### config.mk
export PLATFORM = sky130hd
export DESIGN_NAME = time_set_lcd_controller
export DESIGN_NICKNAME = d
export VERILOG_FILES = /design/src/hdl/tslcd_pkg.sv /design/src/hdl/tslcd_ctrl.sv /design/src/hdl/tslcd_datapath.sv /design/src/hdl/time_set_lcd_controller.sv
export SDC_FILE = /design/constraint.sdc
export NUM_CORES = 1
export LEC_CHECK = 0
export CORE_MARGIN = 1
export CORE_UTILIZATION = 58
export CTS_CLUSTER_SIZE = 30
export DETAILED_ROUTE_END_ITERATION = 8
export DONT_BUFFER_PORTS = 1
export HOLD_SLACK_MARGIN = 0.1
export PLACE_DENSITY = 0.73
export SYNTH_ARGS = -nofsm -noshare
export SYNTH_HDL_FRONTEND = slang
export SYNTH_SLANG_ARGS = --single-unit
### constraint.sdc
create_clock -name clk -period 6.8 [get_ports clk]
set_input_delay 1.36 -clock clk [delete_from_list [all_inputs] [get_ports clk]]
set_output_delay 1.36 -clock clk [all_outputs]
set_load 0.02 [all_outputs]
### src/hdl/tslcd_pkg.sv
// shared types and constants of the time-set display controller
package tslcd_pkg;

    localparam logic       ACT_START   = 1'b0;
    localparam logic       ACT_POLL    = 1'b1;

    localparam logic [1:0] ROT_NONE    = 2'd0;
    localparam logic [1:0] ROT_CW      = 2'd1;
    localparam logic [1:0] ROT_CCW     = 2'd2;

    localparam logic [1:0] STAGE_HOUR  = 2'd0;
    localparam logic [1:0] STAGE_MIN   = 2'd1;
    localparam logic [1:0] STAGE_SEC   = 2'd2;
    localparam logic [1:0] STAGE_BAD   = 2'd3;

    localparam logic       KIND_CHAR   = 1'b0;
    localparam logic       KIND_COMMIT = 1'b1;

    localparam logic [5:0] HOUR_MOD    = 6'd24;
    localparam logic [6:0] MIN_MOD     = 7'd60;
    localparam logic [4:0] HOUR_MAX    = 5'd23;
    localparam logic [5:0] MIN_MAX     = 6'd59;

    localparam logic [7:0] CHAR_EMPTY  = 8'hFF;
    localparam logic [7:0] CHAR_SPACE  = 8'h20;
    localparam logic [7:0] CHAR_DASH   = 8'h2D;
    localparam logic [7:0] CHAR_COLON  = 8'h3A;
    localparam logic [7:0] CHAR_ZERO   = 8'h30;

    typedef enum logic [1:0] {
        ST_IDLE,
        ST_UPDATE,
        ST_SCAN,
        ST_FLUSH
    } ctrl_state_t;

    typedef struct packed {
        logic       action;
        logic [4:0] start_hour;
        logic [5:0] start_minute;
        logic [5:0] start_second;
        logic [1:0] rotary;
        logic       enter_pressed;
        logic       blink_on;
    } in_item_t;

    typedef struct packed {
        logic       kind;
        logic       row;
        logic [3:0] column;
        logic [7:0] char_code;
        logic [4:0] set_hour;
        logic [5:0] set_minute;
        logic [5:0] set_second;
    } res_t;

    typedef struct packed {
        logic capture;
        logic load_start;
        logic do_update;
        logic scan;
        logic flush;
    } cmd_t;

    typedef struct packed {
        logic session_active;
        logic scan_done;
        logic scan_stall;
        logic hold_valid;
        logic out_free;
    } status_t;

endpackage

### src/hdl/tslcd_ctrl.sv
// sequencing state machine of the time-set display controller
module tslcd_ctrl
    import tslcd_pkg::*;
(
    input  logic    clk,
    input  logic    rst_n,
    input  logic    s_tvalid,
    input  logic    action,
    input  status_t status,
    output logic    s_tready,
    output cmd_t    cmd
);

    ctrl_state_t state_reg;
    ctrl_state_t state_next;

    always_ff @(posedge clk or negedge rst_n)
    begin
        if (!rst_n)
        begin
            state_reg <= ST_IDLE;
        end
        else
        begin
            state_reg <= state_next;
        end
    end

    always_comb
    begin
        state_next = state_reg;
        case (state_reg)
            ST_IDLE:
            begin
                if (s_tvalid && action == ACT_POLL && status.session_active)
                begin
                    state_next = ST_UPDATE;
                end
            end
            ST_UPDATE:
            begin
                state_next = ST_SCAN;
            end
            ST_SCAN:
            begin
                if (!status.scan_stall && status.scan_done)
                begin
                    state_next = ST_FLUSH;
                end
            end
            ST_FLUSH:
            begin
                if (!status.hold_valid || status.out_free)
                begin
                    state_next = ST_IDLE;
                end
            end
            default:
            begin
                state_next = ST_IDLE;
            end
        endcase
    end

    always_comb
    begin
        s_tready       = 1'b0;
        cmd            = '0;
        case (state_reg)
            ST_IDLE:
            begin
                s_tready       = 1'b1;
                cmd.capture    = s_tvalid;
                cmd.load_start = s_tvalid && action == ACT_START;
            end
            ST_UPDATE:
            begin
                cmd.do_update = 1'b1;
            end
            ST_SCAN:
            begin
                cmd.scan = 1'b1;
            end
            ST_FLUSH:
            begin
                cmd.flush = 1'b1;
            end
            default:
            begin
                s_tready = 1'b0;
            end
        endcase
    end

endmodule

### src/hdl/tslcd_datapath.sv
// time registers, display rendering, shadow memory and result buffering
module tslcd_datapath
    import tslcd_pkg::*;
#(
    parameter int ROW_CHARS = 16
)
(
    input  logic     clk,
    input  logic     rst_n,
    input  cmd_t     cmd,
    input  in_item_t in_item,
    input  logic     m_tready,
    output status_t  status,
    output res_t     out_res,
    output logic     out_last,
    output logic     out_valid
);

    localparam int DEPTH = 2 * ROW_CHARS;
    localparam int IDX_W = $clog2(DEPTH);
    localparam int COL_W = $clog2(ROW_CHARS);
    localparam logic [IDX_W-1:0] IDX_LAST = IDX_W'(DEPTH - 1);
    localparam logic [COL_W-1:0] COL_LAST = COL_W'(ROW_CHARS - 1);
    localparam logic [COL_W-1:0] TITLE_LEN = COL_W'(11);
    localparam logic [87:0] TITLE_HOUR = "SET HOUR   ";
    localparam logic [87:0] TITLE_MIN  = "SET MINUTES";
    localparam logic [87:0] TITLE_SEC  = "SET SECOND ";

    logic             session_reg;
    logic [1:0]       stage_reg;
    logic [4:0]       hour_reg;
    logic [5:0]       minute_reg;
    logic [5:0]       second_reg;
    logic [1:0]       rotary_reg;
    logic             enter_reg;
    logic             blink_reg;

    logic [7:0]       shadow_mem [DEPTH];
    logic [DEPTH-1:0] valid_reg;
    logic [7:0]       rd_data_reg;
    logic [IDX_W-1:0] idx_reg;
    logic [COL_W-1:0] col_reg;
    logic             row_reg;
    logic [IDX_W-1:0] rd_addr;

    res_t             hold_reg;
    logic             hold_valid_reg;
    res_t             out_reg;
    logic             out_last_reg;
    logic             out_valid_reg;

    logic [4:0]       hour_rot;
    logic [5:0]       minute_rot;
    logic [5:0]       second_rot;
    logic [5:0]       hour_p1;
    logic [6:0]       minute_p1;
    logic [6:0]       second_p1;
    logic             is_commit;
    logic [1:0]       stage_upd;
    logic [5:0]       minute_upd;
    logic [5:0]       second_upd;
    logic             session_upd;
    res_t             commit_res;

    logic [1:0]       stage_eff;
    logic [7:0]       cur_char;
    logic [7:0]       old_char;
    logic             diff;
    logic             out_free;
    logic             stall;
    logic             advance;
    res_t             char_res;

    function automatic logic [2:0] tens_of(input logic [5:0] v);
        logic [2:0] t;
        if (v >= 6'd60)      t = 3'd6;
        else if (v >= 6'd50) t = 3'd5;
        else if (v >= 6'd40) t = 3'd4;
        else if (v >= 6'd30) t = 3'd3;
        else if (v >= 6'd20) t = 3'd2;
        else if (v >= 6'd10) t = 3'd1;
        else                 t = 3'd0;
        return t;
    endfunction

    function automatic logic [7:0] digit_char(input logic [5:0] v, input logic units);
        logic [2:0] t;
        logic [5:0] u;
        t = tens_of(v);
        u = v - 6'(t) * 6'd10;
        return units ? CHAR_ZERO + {2'b00, u} : CHAR_ZERO + {5'b00000, t};
    endfunction

    // one digit position of a field: shown, blinking or not reached yet
    function automatic logic [7:0] field_char(input logic [1:0] field, input logic [1:0] stg,
                                              input logic blink, input logic [5:0] v,
                                              input logic units);
        logic [7:0] c;
        if (field < stg)
            c = digit_char(v, units);
        else if (field == stg)
            c = blink ? digit_char(v, units) : CHAR_SPACE;
        else
            c = CHAR_DASH;
        return c;
    endfunction

    // encoder step, enter handling and the commit result
    always_comb
    begin
        hour_p1    = {1'b0, hour_reg} + 6'd1;
        minute_p1  = {1'b0, minute_reg} + 7'd1;
        second_p1  = {1'b0, second_reg} + 7'd1;
        hour_rot   = hour_reg;
        minute_rot = minute_reg;
        second_rot = second_reg;
        case (rotary_reg)
            ROT_CW:
            begin
                if (stage_reg == STAGE_HOUR)
                    hour_rot = (hour_p1 >= HOUR_MOD) ? 5'(hour_p1 - HOUR_MOD) : 5'(hour_p1);
                else if (stage_reg == STAGE_MIN)
                    minute_rot = (minute_p1 >= MIN_MOD) ? 6'(minute_p1 - MIN_MOD)
                                                        : 6'(minute_p1);
                else
                    second_rot = (second_p1 >= MIN_MOD) ? 6'(second_p1 - MIN_MOD)
                                                        : 6'(second_p1);
            end
            ROT_CCW:
            begin
                if (stage_reg == STAGE_HOUR)
                    hour_rot = (hour_reg == 5'd0) ? HOUR_MAX : hour_reg - 5'd1;
                else if (stage_reg == STAGE_MIN)
                    minute_rot = (minute_reg == 6'd0) ? MIN_MAX : minute_reg - 6'd1;
                else
                    second_rot = (second_reg == 6'd0) ? MIN_MAX : second_reg - 6'd1;
            end
            default:
            begin
                hour_rot = hour_reg;
            end
        endcase

        stage_upd   = stage_reg;
        minute_upd  = minute_rot;
        second_upd  = second_rot;
        session_upd = session_reg;
        if (enter_reg)
        begin
            if (stage_reg == STAGE_HOUR)
            begin
                stage_upd  = STAGE_MIN;
                minute_upd = '0;
            end
            else if (stage_reg == STAGE_MIN)
            begin
                stage_upd  = STAGE_SEC;
                second_upd = '0;
            end
            else
            begin
                session_upd = 1'b0;
            end
        end
        is_commit = enter_reg && (stage_reg >= STAGE_SEC);

        commit_res            = '0;
        commit_res.kind       = KIND_COMMIT;
        commit_res.set_hour   = hour_rot;
        commit_res.set_minute = minute_rot;
        commit_res.set_second = second_rot;
    end

    // character at the scan position
    always_comb
    begin
        stage_eff = (stage_reg == STAGE_BAD) ? STAGE_SEC : stage_reg;
        cur_char  = CHAR_SPACE;
        if (!row_reg)
        begin
            if (col_reg < TITLE_LEN)
            begin
                case (stage_eff)
                    STAGE_HOUR: cur_char = 8'(TITLE_HOUR >> (8 * (10 - int'(col_reg))));
                    STAGE_MIN:  cur_char = 8'(TITLE_MIN  >> (8 * (10 - int'(col_reg))));
                    default:    cur_char = 8'(TITLE_SEC  >> (8 * (10 - int'(col_reg))));
                endcase
            end
        end
        else
        begin
            case (col_reg)
                COL_W'(0): cur_char = field_char(STAGE_HOUR, stage_eff, blink_reg,
                                                 {1'b0, hour_reg}, 1'b0);
                COL_W'(1): cur_char = field_char(STAGE_HOUR, stage_eff, blink_reg,
                                                 {1'b0, hour_reg}, 1'b1);
                COL_W'(2): cur_char = CHAR_COLON;
                COL_W'(3): cur_char = field_char(STAGE_MIN, stage_eff, blink_reg,
                                                 minute_reg, 1'b0);
                COL_W'(4): cur_char = field_char(STAGE_MIN, stage_eff, blink_reg,
                                                 minute_reg, 1'b1);
                COL_W'(5): cur_char = CHAR_COLON;
                COL_W'(6): cur_char = field_char(STAGE_SEC, stage_eff, blink_reg,
                                                 second_reg, 1'b0);
                COL_W'(7): cur_char = field_char(STAGE_SEC, stage_eff, blink_reg,
                                                 second_reg, 1'b1);
                default:   cur_char = CHAR_SPACE;
            endcase
        end
        old_char = valid_reg[idx_reg] ? rd_data_reg : CHAR_EMPTY;
        diff     = cur_char != old_char;
        out_free = !out_valid_reg || m_tready;
        stall    = diff && hold_valid_reg && !out_free;
        advance  = cmd.scan && !stall;
        rd_addr  = advance ? ((idx_reg == IDX_LAST) ? '0 : idx_reg + 1'b1) : idx_reg;

        char_res            = '0;
        char_res.kind       = KIND_CHAR;
        char_res.row        = row_reg;
        char_res.column     = col_reg[3:0];
        char_res.char_code  = cur_char;
    end

    always_ff @(posedge clk)
    begin
        if (cmd.capture)
        begin
            rotary_reg <= in_item.rotary;
            enter_reg  <= in_item.enter_pressed;
            blink_reg  <= in_item.blink_on;
        end
    end

    always_ff @(posedge clk or negedge rst_n)
    begin
        if (!rst_n)
        begin
            session_reg <= 1'b0;
            stage_reg   <= STAGE_HOUR;
            hour_reg    <= '0;
            minute_reg  <= '0;
            second_reg  <= '0;
        end
        else if (cmd.load_start)
        begin
            session_reg <= 1'b1;
            stage_reg   <= STAGE_HOUR;
            hour_reg    <= in_item.start_hour;
            minute_reg  <= in_item.start_minute;
            second_reg  <= in_item.start_second;
        end
        else if (cmd.do_update)
        begin
            session_reg <= session_upd;
            stage_reg   <= stage_upd;
            hour_reg    <= hour_rot;
            minute_reg  <= minute_upd;
            second_reg  <= second_upd;
        end
    end

    always_ff @(posedge clk)
    begin
        if (advance && diff)
        begin
            shadow_mem[idx_reg] <= cur_char;
        end
        rd_data_reg <= shadow_mem[rd_addr];
    end

    always_ff @(posedge clk or negedge rst_n)
    begin
        if (!rst_n)
        begin
            valid_reg <= '0;
            idx_reg   <= '0;
            col_reg   <= '0;
            row_reg   <= 1'b0;
        end
        else
        begin
            if (cmd.load_start)
            begin
                valid_reg <= '0;
            end
            else if (advance && diff)
            begin
                valid_reg[idx_reg] <= 1'b1;
            end
            if (advance)
            begin
                if (idx_reg == IDX_LAST)
                begin
                    idx_reg <= '0;
                    col_reg <= '0;
                    row_reg <= 1'b0;
                end
                else
                begin
                    idx_reg <= idx_reg + 1'b1;
                    if (col_reg == COL_LAST)
                    begin
                        col_reg <= '0;
                        row_reg <= 1'b1;
                    end
                    else
                    begin
                        col_reg <= col_reg + 1'b1;
                    end
                end
            end
        end
    end

    // one result is held back until it is known whether it is the last
    always_ff @(posedge clk)
    begin
        if (cmd.do_update && is_commit)
        begin
            hold_reg <= commit_res;
        end
        else if (advance && diff)
        begin
            hold_reg <= char_res;
        end
        if ((advance && diff && hold_valid_reg) || (cmd.flush && hold_valid_reg && out_free))
        begin
            out_reg      <= hold_reg;
            out_last_reg <= cmd.flush;
        end
    end

    always_ff @(posedge clk or negedge rst_n)
    begin
        if (!rst_n)
        begin
            hold_valid_reg <= 1'b0;
            out_valid_reg  <= 1'b0;
        end
        else
        begin
            if ((cmd.do_update && is_commit) || (advance && diff))
            begin
                hold_valid_reg <= 1'b1;
            end
            else if (cmd.flush && out_free)
            begin
                hold_valid_reg <= 1'b0;
            end
            if ((advance && diff && hold_valid_reg) || (cmd.flush && hold_valid_reg && out_free))
            begin
                out_valid_reg <= 1'b1;
            end
            else if (m_tready)
            begin
                out_valid_reg <= 1'b0;
            end
        end
    end

    assign status.session_active = session_reg;
    assign status.scan_done      = idx_reg == IDX_LAST;
    assign status.scan_stall     = stall;
    assign status.hold_valid     = hold_valid_reg;
    assign status.out_free       = out_free;

    assign out_res   = out_reg;
    assign out_last  = out_last_reg;
    assign out_valid = out_valid_reg;

    a_hold_empty_on_update: assert property (@(posedge clk) disable iff (!rst_n)
        cmd.do_update |-> !hold_valid_reg)
        else $error("result buffer busy at step update");

    a_stage_legal: assert property (@(posedge clk) disable iff (!rst_n)
        stage_reg != STAGE_BAD)
        else $error("edit stage reached unused code");

    a_start_clears_shadow: assert property (@(posedge clk) disable iff (!rst_n)
        cmd.load_start |=> valid_reg == '0)
        else $error("shadow not cleared by start");

    a_stall_holds_scan: assert property (@(posedge clk) disable iff (!rst_n)
        (cmd.scan && stall) |=> ($stable(idx_reg) && out_valid_reg && hold_valid_reg))
        else $error("scan moved during output stall");

endmodule

### src/hdl/time_set_lcd_controller.sv
// top level of the time-set display controller
// A start transfer (tuser 0) loads hour, minute and second, opens an edit session in the
// hour stage and marks every display character for redraw; it gives no result. A poll
// transfer (tuser 1) during a session applies the encoder step, handles enter (next stage,
// or a time commit in the seconds stage, which ends the session) and then scans both display
// rows against the shadow memory, one character per cycle while output back-pressure does
// not stall the scan, sending a write for each character that changed; the commit, if any,
// comes first and tlast marks the final result of the poll. The next input is taken only
// once the scan and flush of the poll are done; a poll outside a session is dropped.
module time_set_lcd_controller
    import tslcd_pkg::*;
#(
    parameter int ROW_CHARS = 16
)
(
    input  logic        clk,
    input  logic        rst_n,
    input  logic        s_tvalid,
    output logic        s_tready,
    // start_hour, start_minute, start_second, rotary, enter_pressed, blink_on, zero pad
    input  logic [23:0] s_tdata,
    // action
    input  logic        s_tuser,
    output logic        m_tvalid,
    input  logic        m_tready,
    // row, column, char_code, set_hour, set_minute, set_second, zero pad
    output logic [31:0] m_tdata,
    // kind
    output logic        m_tuser,
    output logic        m_tlast
);

    in_item_t in_item;
    cmd_t     cmd;
    status_t  status;
    res_t     out_res;
    logic     out_last;
    logic     out_valid;

    assign in_item.action        = s_tuser;
    assign in_item.start_hour    = s_tdata[4:0];
    assign in_item.start_minute  = s_tdata[10:5];
    assign in_item.start_second  = s_tdata[16:11];
    assign in_item.rotary        = s_tdata[18:17];
    assign in_item.enter_pressed = s_tdata[19];
    assign in_item.blink_on      = s_tdata[20];

    tslcd_ctrl u_ctrl (
        .clk      (clk),
        .rst_n    (rst_n),
        .s_tvalid (s_tvalid),
        .action   (s_tuser),
        .status   (status),
        .s_tready (s_tready),
        .cmd      (cmd)
    );

    tslcd_datapath #(
        .ROW_CHARS (ROW_CHARS)
    ) u_datapath (
        .clk       (clk),
        .rst_n     (rst_n),
        .cmd       (cmd),
        .in_item   (in_item),
        .m_tready  (m_tready),
        .status    (status),
        .out_res   (out_res),
        .out_last  (out_last),
        .out_valid (out_valid)
    );

    assign m_tvalid = out_valid;
    assign m_tuser  = out_res.kind;
    assign m_tlast  = out_last;
    assign m_tdata  = {2'b00, out_res.set_second, out_res.set_minute, out_res.set_hour,
                       out_res.char_code, out_res.column, out_res.row};

endmodule

==> metrics.yaml <==
drt:
  drt-total-wl_um: 45320
  dr.pass1.iters: 6
  viasPerCell: 6.365
  ant_nets: 0
  first_iter_violations: 1685
  num_vias: 12756
  wl_per_cell_um: 22.62
  drcViolationCount: 0
timing:
  setup_tns_ps: 0
  worstMarginPinSlew_ps: 1242
  period_needed_ps: 6460
  finalMaxSlewViolations: 0
  relSlewSlack: 0.1720
  final.hold.worst_slack_ps: 425.3
  final-hold-violation-count: 0
  skew_ps: 18.50
  grt_setup_unrepaired: "false"
  fin_ws_ps: 340.2
  post-route-period-util: 0.9500
  max_freq_mhz: 154.8
  setup_viol: 0
cts:
  cts_max_path_buffers: 3
  cts.clk_slew.worst_paths_ps: 60
  tritoncts: "built"
  cts-root-buf: "clkbuf_16"
  hold_buffers: 0
  post_cts_buffers: 0
  cts_resized: 0
  htreeDepth: 2
  clock_sinks: 362
  insertion_delay_ps: 540
  numCtsBuffers: 38
worst_setup_path:
  worst-path-max-fanout: 26
  worst_path_max_delay_cell: "dfrtp_1"
  crit_path_max_incr_delay_ps: 520
  path_class: "reg2reg"
  cp-start-kind: "flop"
  cp_data_arrival_time_ps: 6840
  cp_common_cell: "ha_1"
  rr_worst_depth: 26
  cp.required_ps: 7180
  cp-end-kind: "flop"
synth:
  avgSynthCellArea_um2: 11.15
  synth_seq_cells: 362
  synth_cell_types: 99
  synth_top_area_frac: 0.4662
  synth_seq_area_share: 0.5816
  yosys.area.top_type: "edfxtp_1"
  syn-cell-area_mm2: 0.01778
  synth-main-ff-cell: "edfxtp_1"
  ys_warn_count: 0
  async_flop_share: 0.1823
  syn_inst: 1595
  synthTopCellsByArea: "edfxtp_1 (47%), dfrtp_1 (9.3%), nand2_1 (4.7%)"
  synth_edf_count: 276
layout:
  mostFrequentLayoutCell: "edfxtp_1"
  fillerInstances: 2263
  largest_reg_flops: 224
  layout.nets: 1662
  area_delta_synth_final_pct: 9.310
  final_layout_size_suffix_gt1_frac: 0.09299
  finalNonFillerCells: 2004
  final_cell_mix: "edfxtp_1 (276), nand2_1 (221), nor2_1 (166), nand3_1 (82), a21oi_1 (67)"
grt:
  antenna_found_initial: 1
  grt_pass1_wl_um: 71110
  grt_pass1_vias: 12319
  grt_overflow_total: 0
  grt_start_max_net_pins: 78
  grt_use_total: 0.2988
placed_design:
  place.gp.congestion: 0.9248
  portBuffers: 0
  dpl.hpwl_um: 30460
  pre_cts_ws_ps: 423.2
  dp_cells: 1933
outcome:
  status: "complete, no violations"
die:
  start_util: 0.5951
  die_y_um: 177.1
  die_x_um: 177.1
  pin_count: 65
  rows: 63
  dieArea_mm2: 0.03136
  core_area_mm2: 0.02987
min_path:
  hold_path_class: "reg2reg"
  hold_depth: 0
job:
  max_cap_violations: 0
-- worst paths after layout --
| path | start | to | slack, ps |
|---|---|---|---|
| hold reg to reg | u_datapath.hold_reg[9] | u_datapath.out_res[9] | 430 |
| setup / recovery | u_datapath.second_reg[2] | u_datapath.rd_data_reg[2] | 340 |
| min in group asynchronous | rst_n | u_datapath.minute_reg[5] | 520 |
| max in group asynchronous | rst_n | u_ctrl.state_reg[1] | 6120 |
| setup reg to reg | u_datapath.second_reg[2] | u_datapath.rd_data_reg[2] | 340 |
| hold / removal | u_datapath.hold_reg[9] | u_datapath.out_res[9] | 430 |
-- cell type report --
class | count | area [µm²] | share of cell area
Antenna cell | 1 | 2.502 | 0.0001288
Clock buffer | 54 | 1072 | 0.05517
Clock inverter | 16 | 111.4 | 0.005730
Inverter | 52 | 198.9 | 0.01024
Multi-Input combinational cell | 1084 | 6845 | 0.3522
Sequential cell | 362 | 10340 | 0.5321
Tap cell | 390 | 488.0 | 0.02511
Timing Repair Buffer | 45 | 375.4 | 0.01931
-- cell families after synthesis --
family,share of synthesized area
and+or+nand+nor,0.1654
DFF,0.5816
AOI/OAI and AO/OA,0.1172
buffers and inverters,0.03695
muxes,0.04251
adders and majority gates,0.03645
xor gates and xnor gates,0.01963
other,0.0002109
-- critical path: cells and delay by family (launching register included) --
family | cells | cell delay (ps)
xor gates and xnor gates | 2 | 620
adders and majority gates | 4 | 1070
DFF | 1 | 520
AOI/OAI and AO/OA | 9 | 1800
buffers and inverters | 5 | 870
and+or+nand+nor | 6 | 1430
-- Yosys cell counts (14+ instances only) --
master and count:
o22ai_1 16, nor2_1 167, buf_2 31, dfrtp_1 66, edfxtp_1 276, nand2b_1 16, nand3_1 82, mux2i_1 55
xnor2_1 26, nor3_1 26, nor2b_1 16, o21ai_0 65, o2111ai_1 14, inv_1 47, and3_1 21, a21oi_1 68
clkbuf_1 47, a31oi_1 15, ha_1 47, dfxtp_1 20, nand2_1 221
-- metal layers --
| metal | global-route usage | up-vias | part of all wire |
|---|---|---|---|
| met4 | 0.07507 | 0 | 0.018 |
| met1 | 0.4500 | 6269 | 0.44 |
| li1 | - | 5800 | - |
| met5 | 0 | - | 0 |
| met3 | 0.06143 | 61 | 0.098 |
| met2 | 0.4409 | 626 | 0.44 |
-- stage by stage --
| step | util | area (µm²) |
|---|---|---|
| after floorplan | - | 17790 |
| after global placement | 0.6104 | 18240 |
| after detailed placement | 0.6104 | 18240 |
| after CTS | 0.6500 | 19420 |
| after global routing | 0.6505 | 19430 |
| final | 0.6505 | 19430 |
Power is left out: the tool's default activity adds up to more than one toggle a clock period on the data nets, which glitch-free logic cannot reach.
